==> src/rtl/core/assert_macros.svh <==
// Assertion macros used by the lane gap speed classifier tracker.
// With SYNTH defined every macro expands to nothing.
`ifndef ASSERT_MACROS_SVH
`define ASSERT_MACROS_SVH
`ifndef SYNTH
// The expression must hold at every clock edge outside reset.
`define LGSC_ASSERT_ALWAYS(lbl, clk, rstn, expr) \
    lbl: assert property (@(posedge clk) disable iff (!(rstn)) (expr)) \
        else $error("%m: assertion failed");
// When the trigger holds, the consequence must hold in the next cycle.
`define LGSC_ASSERT_NEXT(lbl, clk, rstn, ante, cons) \
    lbl: assert property (@(posedge clk) disable iff (!(rstn)) (ante) |=> (cons)) \
        else $error("%m: assertion failed");
`else
`define LGSC_ASSERT_ALWAYS(lbl, clk, rstn, expr)
`define LGSC_ASSERT_NEXT(lbl, clk, rstn, ante, cons)
`endif
`endif

==> src/rtl/core/lgsc_pkg.sv <==
// Shared types and constants of the lane gap speed classifier.
// No dependencies; every RTL module imports this package.
`timescale 1ns / 1ps
`default_nettype none

package lgsc_pkg;

    localparam int CFG_DATA_W   = 13;
    localparam int FRAME_NUM_W  = 24;
    localparam int LEVEL_W      = 8;
    localparam int COUNT_W      = 8;

    // Register indexes on the configuration port.
    typedef enum logic [2:0] {
        REG_FRAME_WIDTH   = 3'd0,
        REG_FRAME_HEIGHT  = 3'd1,
        REG_FAST_GAP_THR  = 3'd2,
        REG_SAT_LIMIT     = 3'd3,
        REG_VALUE_SENS    = 3'd4
    } cfg_index_t;

    localparam logic [CFG_DATA_W-1:0] RESET_FRAME_WIDTH  = 13'd640;
    localparam logic [CFG_DATA_W-1:0] RESET_FRAME_HEIGHT = 13'd480;
    localparam logic [COUNT_W-1:0]    RESET_FAST_GAP_THR = 8'd4;
    localparam logic [LEVEL_W-1:0]    RESET_SAT_LIMIT    = 8'd70;
    localparam logic [LEVEL_W-1:0]    RESET_VALUE_SENS   = 8'd130;

    localparam logic [CFG_DATA_W-1:0] MIN_FRAME_WIDTH  = 13'd2;
    localparam logic [CFG_DATA_W-1:0] MIN_FRAME_HEIGHT = 13'd5;

    // Reciprocals for 2h/3 and 4h/5; exact for dividends below 2**17.
    localparam logic [15:0] RECIP_3 = 16'd43691;
    localparam int          SHIFT_3 = 17;
    localparam logic [15:0] RECIP_5 = 16'd52429;
    localparam int          SHIFT_5 = 18;

    localparam logic [LEVEL_W-1:0] LEVEL_MAX = 8'd255;
    localparam logic [COUNT_W-1:0] COUNT_MAX = 8'd255;

    typedef enum logic [1:0] {
        SPEED_UNCHANGED = 2'd0,
        SPEED_SLOW      = 2'd1,
        SPEED_NORMAL    = 2'd2,
        SPEED_FAST      = 2'd3
    } speed_class_t;

    // Per-pixel flags handed from the input stage to the tracker.
    typedef struct packed {
        logic white;
        logic window_hit;
    } pixel_flags_t;

endpackage

`default_nettype wire

==> src/rtl/core/lgsc_config.sv <==
// Configuration registers and the frame geometry derived from them.
// Depends on lgsc_pkg.
`timescale 1ns / 1ps
`default_nettype none

module lgsc_config #(
    parameter int MAX_FRAME_SIDE = 4096
) (
    input  wire logic                                aclk,
    input  wire logic                                aresetn,
    input  wire logic                                cfg_wr_en,
    input  wire logic [2:0]                          cfg_addr,
    input  wire logic [lgsc_pkg::CFG_DATA_W-1:0]     cfg_wr_data,
    output logic [$clog2(MAX_FRAME_SIDE)-1:0]        col_last,
    output logic [$clog2(MAX_FRAME_SIDE)-1:0]        col_half,
    output logic [$clog2(MAX_FRAME_SIDE):0]          col_right_end,
    output logic [$clog2(MAX_FRAME_SIDE)-1:0]        row_last,
    output logic [$clog2(MAX_FRAME_SIDE)-1:0]        row_low,
    output logic [$clog2(MAX_FRAME_SIDE)-1:0]        row_high,
    output logic [lgsc_pkg::COUNT_W-1:0]             fast_gap_thr,
    output logic [lgsc_pkg::LEVEL_W-1:0]             sat_limit,
    output logic [lgsc_pkg::LEVEL_W-1:0]             value_sens
);
    import lgsc_pkg::*;

    localparam int POS_W  = $clog2(MAX_FRAME_SIDE);
    localparam int SIDE_W = POS_W + 1;
    localparam logic [CFG_DATA_W:0] MAX_SIDE = (CFG_DATA_W+1)'(MAX_FRAME_SIDE);

    function automatic logic [SIDE_W-1:0] clamp_side(
        input logic [CFG_DATA_W-1:0] raw,
        input logic [CFG_DATA_W-1:0] lo
    );
        logic [CFG_DATA_W:0] v;
        v = {1'b0, raw};
        if (raw < lo) begin
            v = {1'b0, lo};
        end else if (v > MAX_SIDE) begin
            v = MAX_SIDE;
        end
        return SIDE_W'(v);
    endfunction

    function automatic logic [POS_W-1:0] side_last(input logic [SIDE_W-1:0] side);
        return POS_W'(side - SIDE_W'(1));
    endfunction

    function automatic logic [POS_W-1:0] rows_low(input logic [SIDE_W-1:0] side);
        logic [31:0] prod;
        prod = (32'(side) << 1) * 32'(RECIP_3);
        return POS_W'(prod >> SHIFT_3);
    endfunction

    function automatic logic [POS_W-1:0] rows_high(input logic [SIDE_W-1:0] side);
        logic [31:0] prod;
        prod = (32'(side) << 2) * 32'(RECIP_5);
        return POS_W'(prod >> SHIFT_5);
    endfunction

    logic [SIDE_W-1:0] wr_width;
    logic [SIDE_W-1:0] wr_height;
    logic [SIDE_W-1:0] rst_width;
    logic [SIDE_W-1:0] rst_height;

    logic [POS_W-1:0]   col_last_reg;
    logic [POS_W-1:0]   col_half_reg;
    logic [SIDE_W-1:0]  col_right_end_reg;
    logic [POS_W-1:0]   row_last_reg;
    logic [POS_W-1:0]   row_low_reg;
    logic [POS_W-1:0]   row_high_reg;
    logic [COUNT_W-1:0] fast_gap_thr_reg;
    logic [LEVEL_W-1:0] sat_limit_reg;
    logic [LEVEL_W-1:0] value_sens_reg;

    assign wr_width   = clamp_side(cfg_wr_data, MIN_FRAME_WIDTH);
    assign wr_height  = clamp_side(cfg_wr_data, MIN_FRAME_HEIGHT);
    assign rst_width  = clamp_side(RESET_FRAME_WIDTH, MIN_FRAME_WIDTH);
    assign rst_height = clamp_side(RESET_FRAME_HEIGHT, MIN_FRAME_HEIGHT);

    // The geometry is derived once, when the size is written, so the pixel
    // path sees only compares against registers.
    always_ff @(posedge aclk) begin
        if (!aresetn) begin
            col_last_reg      <= side_last(rst_width);
            col_half_reg      <= POS_W'(rst_width >> 1);
            col_right_end_reg <= rst_width & ~SIDE_W'(1);
            row_last_reg      <= side_last(rst_height);
            row_low_reg       <= rows_low(rst_height);
            row_high_reg      <= rows_high(rst_height);
            fast_gap_thr_reg  <= RESET_FAST_GAP_THR;
            sat_limit_reg     <= RESET_SAT_LIMIT;
            value_sens_reg    <= RESET_VALUE_SENS;
        end else if (cfg_wr_en) begin
            unique case (cfg_index_t'(cfg_addr))
                REG_FRAME_WIDTH: begin
                    col_last_reg      <= side_last(wr_width);
                    col_half_reg      <= POS_W'(wr_width >> 1);
                    col_right_end_reg <= wr_width & ~SIDE_W'(1);
                end
                REG_FRAME_HEIGHT: begin
                    row_last_reg <= side_last(wr_height);
                    row_low_reg  <= rows_low(wr_height);
                    row_high_reg <= rows_high(wr_height);
                end
                REG_FAST_GAP_THR: fast_gap_thr_reg <= cfg_wr_data[COUNT_W-1:0];
                REG_SAT_LIMIT:    sat_limit_reg    <= cfg_wr_data[LEVEL_W-1:0];
                REG_VALUE_SENS:   value_sens_reg   <= cfg_wr_data[LEVEL_W-1:0];
                default: begin
                end
            endcase
        end
    end

    assign col_last      = col_last_reg;
    assign col_half      = col_half_reg;
    assign col_right_end = col_right_end_reg;
    assign row_last      = row_last_reg;
    assign row_low       = row_low_reg;
    assign row_high      = row_high_reg;
    assign fast_gap_thr  = fast_gap_thr_reg;
    assign sat_limit     = sat_limit_reg;
    assign value_sens    = value_sens_reg;

endmodule

`default_nettype wire

==> src/rtl/core/lgsc_pixel_eval.sv <==
// Per-pixel white test and frame window test on the incoming word.
// Depends on lgsc_pkg.
`timescale 1ns / 1ps
`default_nettype none

module lgsc_pixel_eval #(
    parameter int FRAME_WINDOW = 20
) (
    input  wire logic [lgsc_pkg::LEVEL_W-1:0]     blue_level,
    input  wire logic [lgsc_pkg::LEVEL_W-1:0]     green_level,
    input  wire logic [lgsc_pkg::LEVEL_W-1:0]     red_level,
    input  wire logic [lgsc_pkg::FRAME_NUM_W-1:0] frame_number,
    input  wire logic [lgsc_pkg::LEVEL_W-1:0]     sat_limit,
    input  wire logic [lgsc_pkg::LEVEL_W-1:0]     value_sens,
    output lgsc_pkg::pixel_flags_t                flags
);
    import lgsc_pkg::*;

    function automatic int trailing_zeros(input int v);
        int n;
        n = 0;
        for (int i = 0; i < 8; i++) begin
            if (((v >> i) & 1) == 0 && n == i) begin
                n = i + 1;
            end
        end
        return n;
    endfunction

    // Inverse of an odd number modulo 2**24 by Newton iteration.
    function automatic logic [FRAME_NUM_W-1:0] odd_inverse(input int d);
        logic [FRAME_NUM_W-1:0] x;
        logic [FRAME_NUM_W-1:0] dv;
        dv = FRAME_NUM_W'(d);
        x  = dv;
        for (int i = 0; i < 5; i++) begin
            x = x * (FRAME_NUM_W'(2) - dv * x);
        end
        return x;
    endfunction

    // Divisibility by FRAME_WINDOW = 2**TZ * ODD: the low TZ bits are zero and
    // the rest times the inverse of ODD lands at or below the quotient bound.
    localparam int TZ  = trailing_zeros(FRAME_WINDOW);
    localparam int ODD = FRAME_WINDOW >> TZ;
    localparam logic [FRAME_NUM_W-1:0] INV       = odd_inverse(ODD);
    localparam logic [FRAME_NUM_W-1:0] DIV_BOUND = FRAME_NUM_W'((2 ** FRAME_NUM_W - 1) / ODD);
    localparam logic [FRAME_NUM_W-1:0] TZ_MASK   = FRAME_NUM_W'((32'd1 << TZ) - 32'd1);

    logic [LEVEL_W-1:0]     hi;
    logic [LEVEL_W-1:0]     lo;
    logic [LEVEL_W-1:0]     diff;
    logic [17:0]            sat_lhs;
    logic [17:0]            sat_rhs;
    logic                   sat_ok;
    logic                   value_ok;
    logic [FRAME_NUM_W-1:0] frame_odd;
    logic [FRAME_NUM_W-1:0] frame_check;

    always_comb begin
        hi = blue_level;
        lo = blue_level;
        if (green_level > hi) hi = green_level;
        if (red_level > hi)   hi = red_level;
        if (green_level < lo) lo = green_level;
        if (red_level < lo)   lo = red_level;
    end

    assign diff = hi - lo;

    // Rounded 255*diff/hi below the limit, cross-multiplied.
    assign sat_lhs = 18'({diff, 9'b0}) - 18'({diff, 1'b0}) + 18'(hi);
    assign sat_rhs = 18'({16'(sat_limit * hi), 1'b0});
    assign sat_ok  = (hi == '0) ? (sat_limit != '0) : (sat_lhs < sat_rhs);

    assign value_ok = (9'(hi) + 9'(value_sens)) > 9'(LEVEL_MAX);

    assign frame_odd   = frame_number >> TZ;
    assign frame_check = FRAME_NUM_W'(frame_odd * INV);

    assign flags.white      = sat_ok && value_ok;
    assign flags.window_hit = ((frame_number & TZ_MASK) == '0) && (frame_check <= DIV_BOUND);

endmodule

`default_nettype wire

==> src/rtl/core/lgsc_tracker.sv <==
// Raster position, per-half lane tracking, gap counters and result register.
// Depends on lgsc_pkg and assert_macros.svh.
`timescale 1ns / 1ps
`default_nettype none
`include "assert_macros.svh"

module lgsc_tracker #(
    parameter int MAX_FRAME_SIDE = 4096
) (
    input  wire logic                               aclk,
    input  wire logic                               aresetn,
    input  wire logic                               pix_valid,
    input  wire lgsc_pkg::pixel_flags_t             pix_flags,
    output logic                                    pix_take,
    input  wire logic [$clog2(MAX_FRAME_SIDE)-1:0]  col_last,
    input  wire logic [$clog2(MAX_FRAME_SIDE)-1:0]  col_half,
    input  wire logic [$clog2(MAX_FRAME_SIDE):0]    col_right_end,
    input  wire logic [$clog2(MAX_FRAME_SIDE)-1:0]  row_last,
    input  wire logic [$clog2(MAX_FRAME_SIDE)-1:0]  row_low,
    input  wire logic [$clog2(MAX_FRAME_SIDE)-1:0]  row_high,
    input  wire logic [lgsc_pkg::COUNT_W-1:0]       fast_gap_thr,
    output logic                                    m_valid,
    input  wire logic                               m_ready,
    output logic [1:0]                              m_speed_class,
    output logic [lgsc_pkg::COUNT_W-1:0]            m_max_gap_count,
    output logic                                    m_left_lane_seen,
    output logic                                    m_right_lane_seen
);
    import lgsc_pkg::*;

    localparam int POS_W = $clog2(MAX_FRAME_SIDE);

    function automatic logic [COUNT_W-1:0] bump(input logic [COUNT_W-1:0] c);
        return (c == COUNT_MAX) ? c : c + COUNT_W'(1);
    endfunction

    logic [POS_W-1:0]   col_reg, col_next;
    logic [POS_W-1:0]   row_reg, row_next;
    logic               left_found_reg, left_found_next;
    logic               right_found_reg, right_found_next;
    logic               left_present_reg, left_present_next;
    logic               right_present_reg, right_present_next;
    logic [COUNT_W-1:0] left_gap_reg, left_gap_next;
    logic [COUNT_W-1:0] right_gap_reg, right_gap_next;
    logic               m_valid_reg, m_valid_next;
    speed_class_t       class_reg, class_next;
    logic [COUNT_W-1:0] max_gap_reg, max_gap_next;
    logic               left_seen_reg, left_seen_next;
    logic               right_seen_reg, right_seen_next;

    logic               in_rows;
    logic               hit_left;
    logic               hit_right;
    logic               last_col;
    logic               last_row;
    logic               frame_end;
    logic               left_seen;
    logic               right_seen;
    logic [COUNT_W-1:0] left_bumped;
    logic [COUNT_W-1:0] right_bumped;
    logic [COUNT_W-1:0] max_gap;

    assign in_rows   = (row_reg >= row_low) && (row_reg < row_high) && pix_flags.white;
    assign hit_left  = in_rows && (col_reg < col_half);
    assign hit_right = in_rows && !(col_reg < col_half) && ({1'b0, col_reg} < col_right_end);
    assign last_col  = col_reg >= col_last;
    assign last_row  = row_reg >= row_last;
    assign frame_end = last_col && last_row;

    // A pixel that closes no frame always moves on; a frame's last pixel
    // waits until the result register is free.
    assign pix_take = pix_valid && (!frame_end || !m_valid_reg || m_ready);

    assign left_seen    = left_found_reg || hit_left;
    assign right_seen   = right_found_reg || hit_right;
    assign left_bumped  = (!left_seen && left_present_reg) ? bump(left_gap_reg) : left_gap_reg;
    assign right_bumped = (!right_seen && right_present_reg) ? bump(right_gap_reg)
                                                             : right_gap_reg;
    assign max_gap      = (right_bumped > left_bumped) ? right_bumped : left_bumped;

    always_comb begin
        col_next           = col_reg;
        row_next           = row_reg;
        left_found_next    = left_found_reg;
        right_found_next   = right_found_reg;
        left_present_next  = left_present_reg;
        right_present_next = right_present_reg;
        left_gap_next      = left_gap_reg;
        right_gap_next     = right_gap_reg;
        m_valid_next       = m_valid_reg && !m_ready;
        class_next         = class_reg;
        max_gap_next       = max_gap_reg;
        left_seen_next     = left_seen_reg;
        right_seen_next    = right_seen_reg;

        if (pix_take) begin
            left_found_next  = left_seen;
            right_found_next = right_seen;
            if (!last_col) begin
                col_next = col_reg + POS_W'(1);
            end else begin
                col_next = '0;
                if (!last_row) begin
                    row_next = row_reg + POS_W'(1);
                end else begin
                    row_next           = '0;
                    left_found_next    = 1'b0;
                    right_found_next   = 1'b0;
                    left_present_next  = left_seen;
                    right_present_next = right_seen;
                    m_valid_next       = 1'b1;
                    left_seen_next     = left_seen;
                    right_seen_next    = right_seen;
                    if (pix_flags.window_hit) begin
                        left_gap_next  = '0;
                        right_gap_next = '0;
                        max_gap_next   = max_gap;
                        if (max_gap == '0) begin
                            class_next = SPEED_SLOW;
                        end else if (max_gap < fast_gap_thr) begin
                            class_next = SPEED_NORMAL;
                        end else begin
                            class_next = SPEED_FAST;
                        end
                    end else begin
                        left_gap_next  = left_bumped;
                        right_gap_next = right_bumped;
                        max_gap_next   = '0;
                        class_next     = SPEED_UNCHANGED;
                    end
                end
            end
        end
    end

    always_ff @(posedge aclk) begin
        if (!aresetn) begin
            col_reg           <= '0;
            row_reg           <= '0;
            left_found_reg    <= 1'b0;
            right_found_reg   <= 1'b0;
            left_present_reg  <= 1'b1;
            right_present_reg <= 1'b1;
            left_gap_reg      <= '0;
            right_gap_reg     <= '0;
            m_valid_reg       <= 1'b0;
        end else begin
            col_reg           <= col_next;
            row_reg           <= row_next;
            left_found_reg    <= left_found_next;
            right_found_reg   <= right_found_next;
            left_present_reg  <= left_present_next;
            right_present_reg <= right_present_next;
            left_gap_reg      <= left_gap_next;
            right_gap_reg     <= right_gap_next;
            m_valid_reg       <= m_valid_next;
        end
    end

    always_ff @(posedge aclk) begin
        class_reg      <= class_next;
        max_gap_reg    <= max_gap_next;
        left_seen_reg  <= left_seen_next;
        right_seen_reg <= right_seen_next;
    end

    assign m_valid           = m_valid_reg;
    assign m_speed_class     = class_reg;
    assign m_max_gap_count   = max_gap_reg;
    assign m_left_lane_seen  = left_seen_reg;
    assign m_right_lane_seen = right_seen_reg;

    `LGSC_ASSERT_NEXT(a_frame_end_gives_word, aclk, aresetn, pix_take && frame_end, m_valid_reg)
    `LGSC_ASSERT_NEXT(a_presence_follows_seen, aclk, aresetn, pix_take && frame_end,
        left_present_reg == left_seen_reg && right_present_reg == right_seen_reg)
    `LGSC_ASSERT_NEXT(a_window_clears_counts, aclk, aresetn,
        pix_take && frame_end && pix_flags.window_hit, left_gap_reg == '0 && right_gap_reg == '0)
    `LGSC_ASSERT_NEXT(a_frame_restarts, aclk, aresetn, pix_take && frame_end,
        col_reg == '0 && row_reg == '0 && !left_found_reg && !right_found_reg)

endmodule

`default_nettype wire

==> src/rtl/core/lane_gap_speed_classifier_unit.sv <==
// Lane gap speed classifier: one BGR pixel word per cycle, one result word per frame;
// a frame's last pixel stalls the input while the previous result word is still held.
// Once taken, the last pixel's result is written straight into the result register.
// Throughput: one pixel per cycle outside such stalls, set by the position and lane update.
// Reset (aresetn, synchronous, active low) restores the register defaults and clears
// positions and counters at once; no clearing pass follows.
`timescale 1ns / 1ps
`default_nettype none

module lane_gap_speed_classifier_unit #(
    parameter int FRAME_WINDOW   = 20,
    parameter int MAX_FRAME_SIDE = 4096
) (
    input  wire logic                             aclk,
    input  wire logic                             aresetn,
    input  wire logic                             cfg_wr_en,
    input  wire logic [2:0]                       cfg_addr,
    input  wire logic [lgsc_pkg::CFG_DATA_W-1:0]  cfg_wr_data,
    input  wire logic                             s_valid,
    output logic                                  s_ready,
    input  wire logic [lgsc_pkg::LEVEL_W-1:0]     s_blue_level,
    input  wire logic [lgsc_pkg::LEVEL_W-1:0]     s_green_level,
    input  wire logic [lgsc_pkg::LEVEL_W-1:0]     s_red_level,
    input  wire logic [lgsc_pkg::FRAME_NUM_W-1:0] s_frame_number,
    output logic                                  m_valid,
    input  wire logic                             m_ready,
    output logic [1:0]                            m_speed_class,
    output logic [lgsc_pkg::COUNT_W-1:0]          m_max_gap_count,
    output logic                                  m_left_lane_seen,
    output logic                                  m_right_lane_seen
);
    import lgsc_pkg::*;

    localparam int POS_W = $clog2(MAX_FRAME_SIDE);

    logic [POS_W-1:0]   col_last;
    logic [POS_W-1:0]   col_half;
    logic [POS_W:0]     col_right_end;
    logic [POS_W-1:0]   row_last;
    logic [POS_W-1:0]   row_low;
    logic [POS_W-1:0]   row_high;
    logic [COUNT_W-1:0] fast_gap_thr;
    logic [LEVEL_W-1:0] sat_limit;
    logic [LEVEL_W-1:0] value_sens;

    pixel_flags_t flags_next;
    pixel_flags_t flags_reg;
    logic         in_valid_reg;
    logic         pix_take;

    lgsc_config #(
        .MAX_FRAME_SIDE(MAX_FRAME_SIDE)
    ) u_config (
        .aclk          (aclk),
        .aresetn       (aresetn),
        .cfg_wr_en     (cfg_wr_en),
        .cfg_addr      (cfg_addr),
        .cfg_wr_data   (cfg_wr_data),
        .col_last      (col_last),
        .col_half      (col_half),
        .col_right_end (col_right_end),
        .row_last      (row_last),
        .row_low       (row_low),
        .row_high      (row_high),
        .fast_gap_thr  (fast_gap_thr),
        .sat_limit     (sat_limit),
        .value_sens    (value_sens)
    );

    lgsc_pixel_eval #(
        .FRAME_WINDOW(FRAME_WINDOW)
    ) u_pixel_eval (
        .blue_level   (s_blue_level),
        .green_level  (s_green_level),
        .red_level    (s_red_level),
        .frame_number (s_frame_number),
        .sat_limit    (sat_limit),
        .value_sens   (value_sens),
        .flags        (flags_next)
    );

    // The input register takes a new word when it is empty or its current one moves on.
    assign s_ready = !in_valid_reg || pix_take;

    always_ff @(posedge aclk) begin
        if (!aresetn) begin
            in_valid_reg <= 1'b0;
        end else if (s_valid && s_ready) begin
            in_valid_reg <= 1'b1;
        end else if (pix_take) begin
            in_valid_reg <= 1'b0;
        end
    end

    always_ff @(posedge aclk) begin
        if (s_valid && s_ready) begin
            flags_reg <= flags_next;
        end
    end

    lgsc_tracker #(
        .MAX_FRAME_SIDE(MAX_FRAME_SIDE)
    ) u_tracker (
        .aclk              (aclk),
        .aresetn           (aresetn),
        .pix_valid         (in_valid_reg),
        .pix_flags         (flags_reg),
        .pix_take          (pix_take),
        .col_last          (col_last),
        .col_half          (col_half),
        .col_right_end     (col_right_end),
        .row_last          (row_last),
        .row_low           (row_low),
        .row_high          (row_high),
        .fast_gap_thr      (fast_gap_thr),
        .m_valid           (m_valid),
        .m_ready           (m_ready),
        .m_speed_class     (m_speed_class),
        .m_max_gap_count   (m_max_gap_count),
        .m_left_lane_seen  (m_left_lane_seen),
        .m_right_lane_seen (m_right_lane_seen)
    );

endmodule

`default_nettype wire

==> config.mk <==
export PLATFORM = sky130hd
export DESIGN_NAME = lane_gap_speed_classifier_unit
export DESIGN_NICKNAME = d
export VERILOG_FILES = /design/src/rtl/core/lgsc_pkg.sv /design/src/rtl/core/lgsc_config.sv /design/src/rtl/core/lgsc_pixel_eval.sv /design/src/rtl/core/lgsc_tracker.sv /design/src/rtl/core/lane_gap_speed_classifier_unit.sv
export VERILOG_INCLUDE_DIRS = /design/src /design/src/rtl/core
export SDC_FILE = /design/constraint.sdc
export NUM_CORES = 1
export LEC_CHECK = 0
export BUFFER_PORTS_ARGS = -buffer_cell sky130_fd_sc_hd__buf_4
export CORE_MARGIN = 10
export CORE_UTILIZATION = 29
export CTS_CLUSTER_SIZE = 40
export DETAILED_ROUTE_END_ITERATION = 8
export HOLD_SLACK_MARGIN = 0.12
export PLACE_DENSITY = 0.43
export REMOVE_ABC_BUFFERS = 1
export SLEW_MARGIN = 0
export SYNTH_ARGS = -nofsm -noshare
export SYNTH_HDL_FRONTEND = slang
export SYNTH_SLANG_ARGS = --single-unit
export TNS_END_PERCENT = 1
==> constraint.sdc <==
create_clock -name aclk -period 12.9 [get_ports aclk]
set_clock_uncertainty 0.15 [all_clocks]
set_input_delay 2.58 -clock aclk [delete_from_list [all_inputs] [get_ports aclk]]
set_output_delay 2.58 -clock aclk [all_outputs]
set_load 0.02 [all_outputs]
==> out/summary.txt, run 1 <==
Worst-Margin Slew: 1.18 ns
Final Critical Period: 11.87 ns
Routed Antenna Nets: 0
Synth Flop Type: dfxtp_1
Clk Tree Root Cell: clkbuf_16
antenna fix cells: 0
Final Max Tran Viols: 0
Power, Total: 4.58 mW
Initial DRC Count: 805
WL per Instance: 16.7 um
hold endpoint: u_config.row_high[6]
synthesis-to-finish area growth: 10.8%
Ports: 83
DP HPWL: 53.0 mm
R2R cell count: 22
r2r endpoint: u_tracker.m_speed_class[0]
top post-synthesis cells by area: ha_1 25%, fa_1 19%, dfxtp_1 12%
CTS Sinks: 144
top cell type's share of synthesized area: 24.6%
Fmax: 84.2 MHz
post-synth top area cell: ha_1
area of the core: 0.0773 mm^2
RSZ-0062 raised after global routing: false
largest net degree at the start of global routing: 55
Synth Register Bits: 144
CP Data Required Time: 13.03 ns
hold path depth: 2
Setup Total Neg Slack: 0 ns
grt ovf: 0
Leak: 12.3 nW
Fin. Hold Viols: 0
setup slack, reg-to-reg: 6.08 ns
Initial Util: 29.2%
status: finished clean
layout cell share with drive strength beyond 1: 6.29%
Post-synth EDFFs: 14
asr flop ratio synth: 0%
vias per inst: 4.77
CTS Buffer Depth: 2
vias in the first global route: 18.5k
Max-Cap Viols: 0
pwr/cell area: 183 mW/mm^2
R2R Path Start: u_tracker.row_reg[3]
DRC: 0
vias post-DR: 17.8k
Max-Slew Margin vs Limit: 21.0%
CTS Hold Bufs: 0
Startpoint Class: input port
Unique masters post-synth: 77
crit-path max cell delay: 0.56 ns
crit path DAT: 12.00 ns
Chip Width: 299 um
Setup CP Type: input port to flop
Syn Inst Count: 2615
hold wc startpoint: u_config.row_high[6]
setup bufs post-CTS: 0
Clock Pin Slew Worst Setup and Hold Paths: 0.06 ns
Worst-Skew Late Latency: 0.45 ns
Chip Height: 299 um
total wire length: 62.2 mm
Final GP Congestion: 0.835
min-delay worst type: flop to flop
Pre-Repair DR Iteration Count: 5
first-pass GRT wire length: 102 mm
TritonCTS Buffers: 17
register area share after synthesis: 13.4%
mapped cell area: 0.0226 mm^2
Max VDD drop: 0.212 mV
number of synthesis warnings: 0
Rows: 102
H-tree depth: 4
worst-path fanout max: 14
antenna violations before repair: 1
Total GRT Usage: 14.1%
PortBufs: 82
Slowest cell on crit path: o21ai_1
nets@finish: 3397
syn_area_per_cell: 8.64 um^2
post-cts sizing count: 0
final clock period utilization by the worst path: 92.0%
Setup Viol. Count Final: 0
CTS tree: built
die area: 0.0894 mm^2
Setup crit end kind: flop
==> synthesized netlist by cell type (39+ instances only) <==
library cell,n
inv_1,487
ha_1,444
fa_1,210
nand2_1,205
dfxtp_1,130
nor2_1,108
a21oi_1,101
o21ai_0,96
xnor2_1,80
nor2b_1,60
nand3_1,55
clkbuf_1,45
and2_1,39
nor3_1,39
==> metrics by stage <==
| stage | area, um^2 | util (%) | cells | worst slack (ns) | hold slack, ns |
|---|---|---|---|---|---|
| after global placement | 24400 | 31.6 | 3695 | 0.841 | 0.300 |
| final | 25000 | 32.3 | 3726 | 1.03 | 0.300 |
| after CTS | 25000 | 32.3 | 3726 | 0.992 | 0.303 |
| after floorplan | 22400 | - | 2557 | 1.73 | 0.282 |
| after global routing | 25000 | 32.3 | 3726 | 0.265 | 0.328 |
| after detailed placement | 24400 | 31.6 | 3695 | 0.559 | 0.296 |
==> cell families (layout without fill, tap and decap cells) <==
family,after synthesis,after routing,synth area share (%)
simple gates,668,668,14.9
fa+ha+maj,654,654,43.2
buf+inv,546,617,9.08
compound gates,462,462,13.8
flops,144,144,13.4
xor+xnor,114,114,4.42
mux,27,27,1.25
==> routing by layer <==
layer	global-route usage, %	share of wire (%)	vias to the layer above
met4	2.91	1.5	2
li1	-	-	8903
met1	19.9	51	8625
met2	22.5	45	187
met5	0	0.021	-
met3	1.95	2.7	47
==> report_power, final <==
group          internal (mW)  switching, mW  total, mW
sequential             0.471         0.0172      0.489
combinational           1.57           2.00       3.57
clock                  0.317          0.204      0.521
==> worst max path at each step <==
stage,end,slack [ns],from,cells after the start
after global routing,flags_reg[1],0.27,s_blue_level[7],39
after detailed placement,flags_reg[1],0.56,s_blue_level[7],39
final,flags_reg[1],1.03,s_blue_level[7],39
after floorplan,flags_reg[1],1.73,s_blue_level[7],39
after global placement,flags_reg[1],0.84,s_blue_level[7],39
after CTS,flags_reg[1],0.99,s_blue_level[7],39
==> critical path: cells and delay by family <==
kind | cells | cell delay [ns]
buffers and inverters | 6 | 0.58
AND/OR/NAND/NOR | 10 | 2.08
AO/OA/AOI/OAI | 14 | 3.35
adder cells (fa/ha/maj) | 8 | 3.22
XOR/XNOR | 1 | 0.19
==> final cells by class <==
cell class / instances / area (um^2)
clock inverter: 8 / 100
fill: 8212 / 52300
inverter: 488 / 1830
clock buffer: 23 / 510
multi-input combinational: 1925 / 17500
tap: 1040 / 1300
sequential: 144 / 3020
timing repair buffer: 98 / 736
==> placed cells by master (no fill, tap or decap), types with 55 or more instances in the layout <==
| master | n |
|---|---|
| inv_1 | 487 |
| fa_1 | 210 |
| a21oi_1 | 101 |
| dfxtp_1 | 130 |
| ha_1 | 444 |
| nand2_1 | 205 |
| nor2b_1 | 60 |
| xnor2_1 | 80 |
| o21ai_0 | 96 |
| nand3_1 | 55 |
| buf_4 | 98 |
| nor2_1 | 107 |
Power figures use the tool's default switching activity.
==> run 2, diff against run 1 <==
CTS_CLUSTER_SIZE = 16   (was 40)
RECOVER_POWER = 50   (was not set)
TNS_END_PERCENT = 30   (was 1)
==> run 2 against run 1 <==
Effect of this change:
- the run now ends with max-capacitance violations, max-slew violations left
- global-route usage stayed put
- sequential power hardly changed
- critical path depth stayed put
- core utilization is 0.078 points lower
- largest cell class unchanged
==> out/summary.txt, run 2 (synthesis gave the netlist of run 1 again) <==
hold wc startpoint: u_config.row_high[6]
setup bufs post-CTS: 0
min-delay worst type: flop to flop
Max VDD drop: 0.212 mV
antenna fix cells: 0
R2R Path Start: u_tracker.row_reg[2]
Setup Total Neg Slack: 0 ns
Comb power frac: 78.0%
Sw Pwr: 2.23 mW
hold endpoint: u_config.row_high[6]
worst-path fanout max: 14
vias post-DR: 17.8k
vias in the first global route: 18.5k
r2r endpoint: u_tracker.m_speed_class[0]
Worst-Margin Slew: 2.53 ns
Final Critical Period: 11.89 ns
Sw Ratio: 48.6%
crit path DAT: 12.02 ns
Pre-Repair DR Iteration Count: 5
hold path depth: 2
Chip Width: 299 um
first-pass GRT wire length: 102 mm
H-tree depth: 4
CTS Buffer Depth: 2
commonest non-fill, non-tap cell in the layout: inv_1
CTS Sinks: 144
Final Max Tran Viols: 102
DRC: 0
CTS Hold Bufs: 0
TritonCTS Buffers: 17
CP Data Required Time: 13.03 ns
Pint: 2.35 mW
post-cts sizing count: 0
Ports: 83
status: finished with violations
Worst-Skew Late Latency: 0.44 ns
clock network power share: 11.4%
largest net degree at the start of global routing: 55
Initial Util: 29.2%
PortBufs: 82
area of the core: 0.0773 mm^2
CTS tree: built
Startpoint Class: input port
Chip Height: 299 um
Fin. Hold Viols: 0
grt ovf: 0
pwr/cell area: 184 mW/mm^2
synthesis-to-finish area growth: 10.5%
setup slack, reg-to-reg: 5.39 ns
Max-Cap Viols: 2
WL per Instance: 16.7 um
Max-Slew Margin vs Limit: -68.8%
nets@finish: 3397
Setup crit end kind: flop
Setup CP Type: input port to flop
vias per inst: 4.78
crit-path max cell delay: 0.57 ns
layout cell share with drive strength beyond 1: 5.70%
die area: 0.0894 mm^2
total wire length: 62.2 mm
Slowest cell on crit path: o21ai_1
antenna violations before repair: 1
share of power burned in registers: 10.7%
Rows: 102
RSZ-0062 raised after global routing: false
Min Hold Slack: 0.300 ns
Leak: 12.2 nW
Final GP Congestion: 0.835
Clock Pin Slew Worst Setup and Hold Paths: 0.06 ns
final clock period utilization by the worst path: 92.1%
Initial DRC Count: 774
failing checks: max-capacitance violations, max-slew violations
Total GRT Usage: 14.1%
Routed Antenna Nets: 0
DP HPWL: 53.0 mm
R2R cell count: 22
Clk Tree Root Cell: clkbuf_16
most frequent cells in the layout: 487 x inv_1, 444 x ha_1, 210 x fa_1
Setup Viol. Count Final: 0
Fmax: 84.1 MHz
## run 2: changes by cell type in the layout (fill, tap and decap cells not counted)
cell,before,now
and2_1,39,37
clkbuf_1,2,18
clkbuf_4,0,1
and2_0,2,4
buf_4,98,81
## run 2: critical path, delay by kind of cell
kind / cells / cell delay, ns
AND/OR/NAND/NOR: 10 / 2.08
adder cells (fa/ha/maj): 8 / 3.22
XOR/XNOR: 1 / 0.19
AO/OA/AOI/OAI: 14 / 3.36
buffers and inverters: 6 / 0.58
## run 2: stage by stage
step / power (mW) / util [%] / std cells / setup slack [ns] / cell area (um^2)
floorplan: 3.21 / - / 2557 / 1.73 / 22400
global placement: 4.03 / 31.6 / 3695 / 0.841 / 24400
detailed placement: 4.07 / 31.6 / 3695 / 0.559 / 24400
CTS: 4.65 / 32.3 / 3726 / 0.992 / 25000
global route: 5.17 / 32.3 / 3726 / 0.265 / 25000
finish: 4.58 / 32.3 / 3726 / 1.01 / 25000
## run 2: worst max path at each step
stage / start / end / depth (start not counted)
6_report: s_blue_level[7] / flags_reg[1] / 39
4_1_cts: s_blue_level[7] / flags_reg[1] / 39
3_5_place_dp: s_blue_level[7] / flags_reg[1] / 39
5_1_grt: s_blue_level[7] / flags_reg[1] / 39
3_3_place_gp: s_blue_level[7] / flags_reg[1] / 39
2_1_floorplan: s_blue_level[7] / flags_reg[1] / 39
## run 2: per-layer routing
metal	part of all wire (%)	global-route usage [%]	vias to the layer above
met5	0.021	0	-
met4	1.5	2.91	2
met3	3.0	1.95	45
met2	45	22.5	196
met1	51	19.9	8661
li1	-	-	8902
## run 2: cell type report
| class | count | area (um^2) |
|---|---|---|
| fillers | 8218 | 52400 |
| multi-input cells | 1925 | 17500 |
| flip-flops and latches | 144 | 3020 |
| inverters | 488 | 1830 |
| well taps | 1040 | 1300 |
| repair buffers | 98 | 676 |
| clock buffers | 23 | 510 |
| clock inverters | 8 | 100 |
## run 2: power groups by stage
stage | Clock, mW | Sequential, mW | Combinational (mW)
floorplan | 0 | 0.490 | 2.72
global placement | 0 | 0.499 | 3.53
detailed placement | 0 | 0.499 | 3.57
CTS | 0.537 | 0.489 | 3.63
global route | 0.555 | 0.491 | 4.13
finish | 0.521 | 0.489 | 3.57
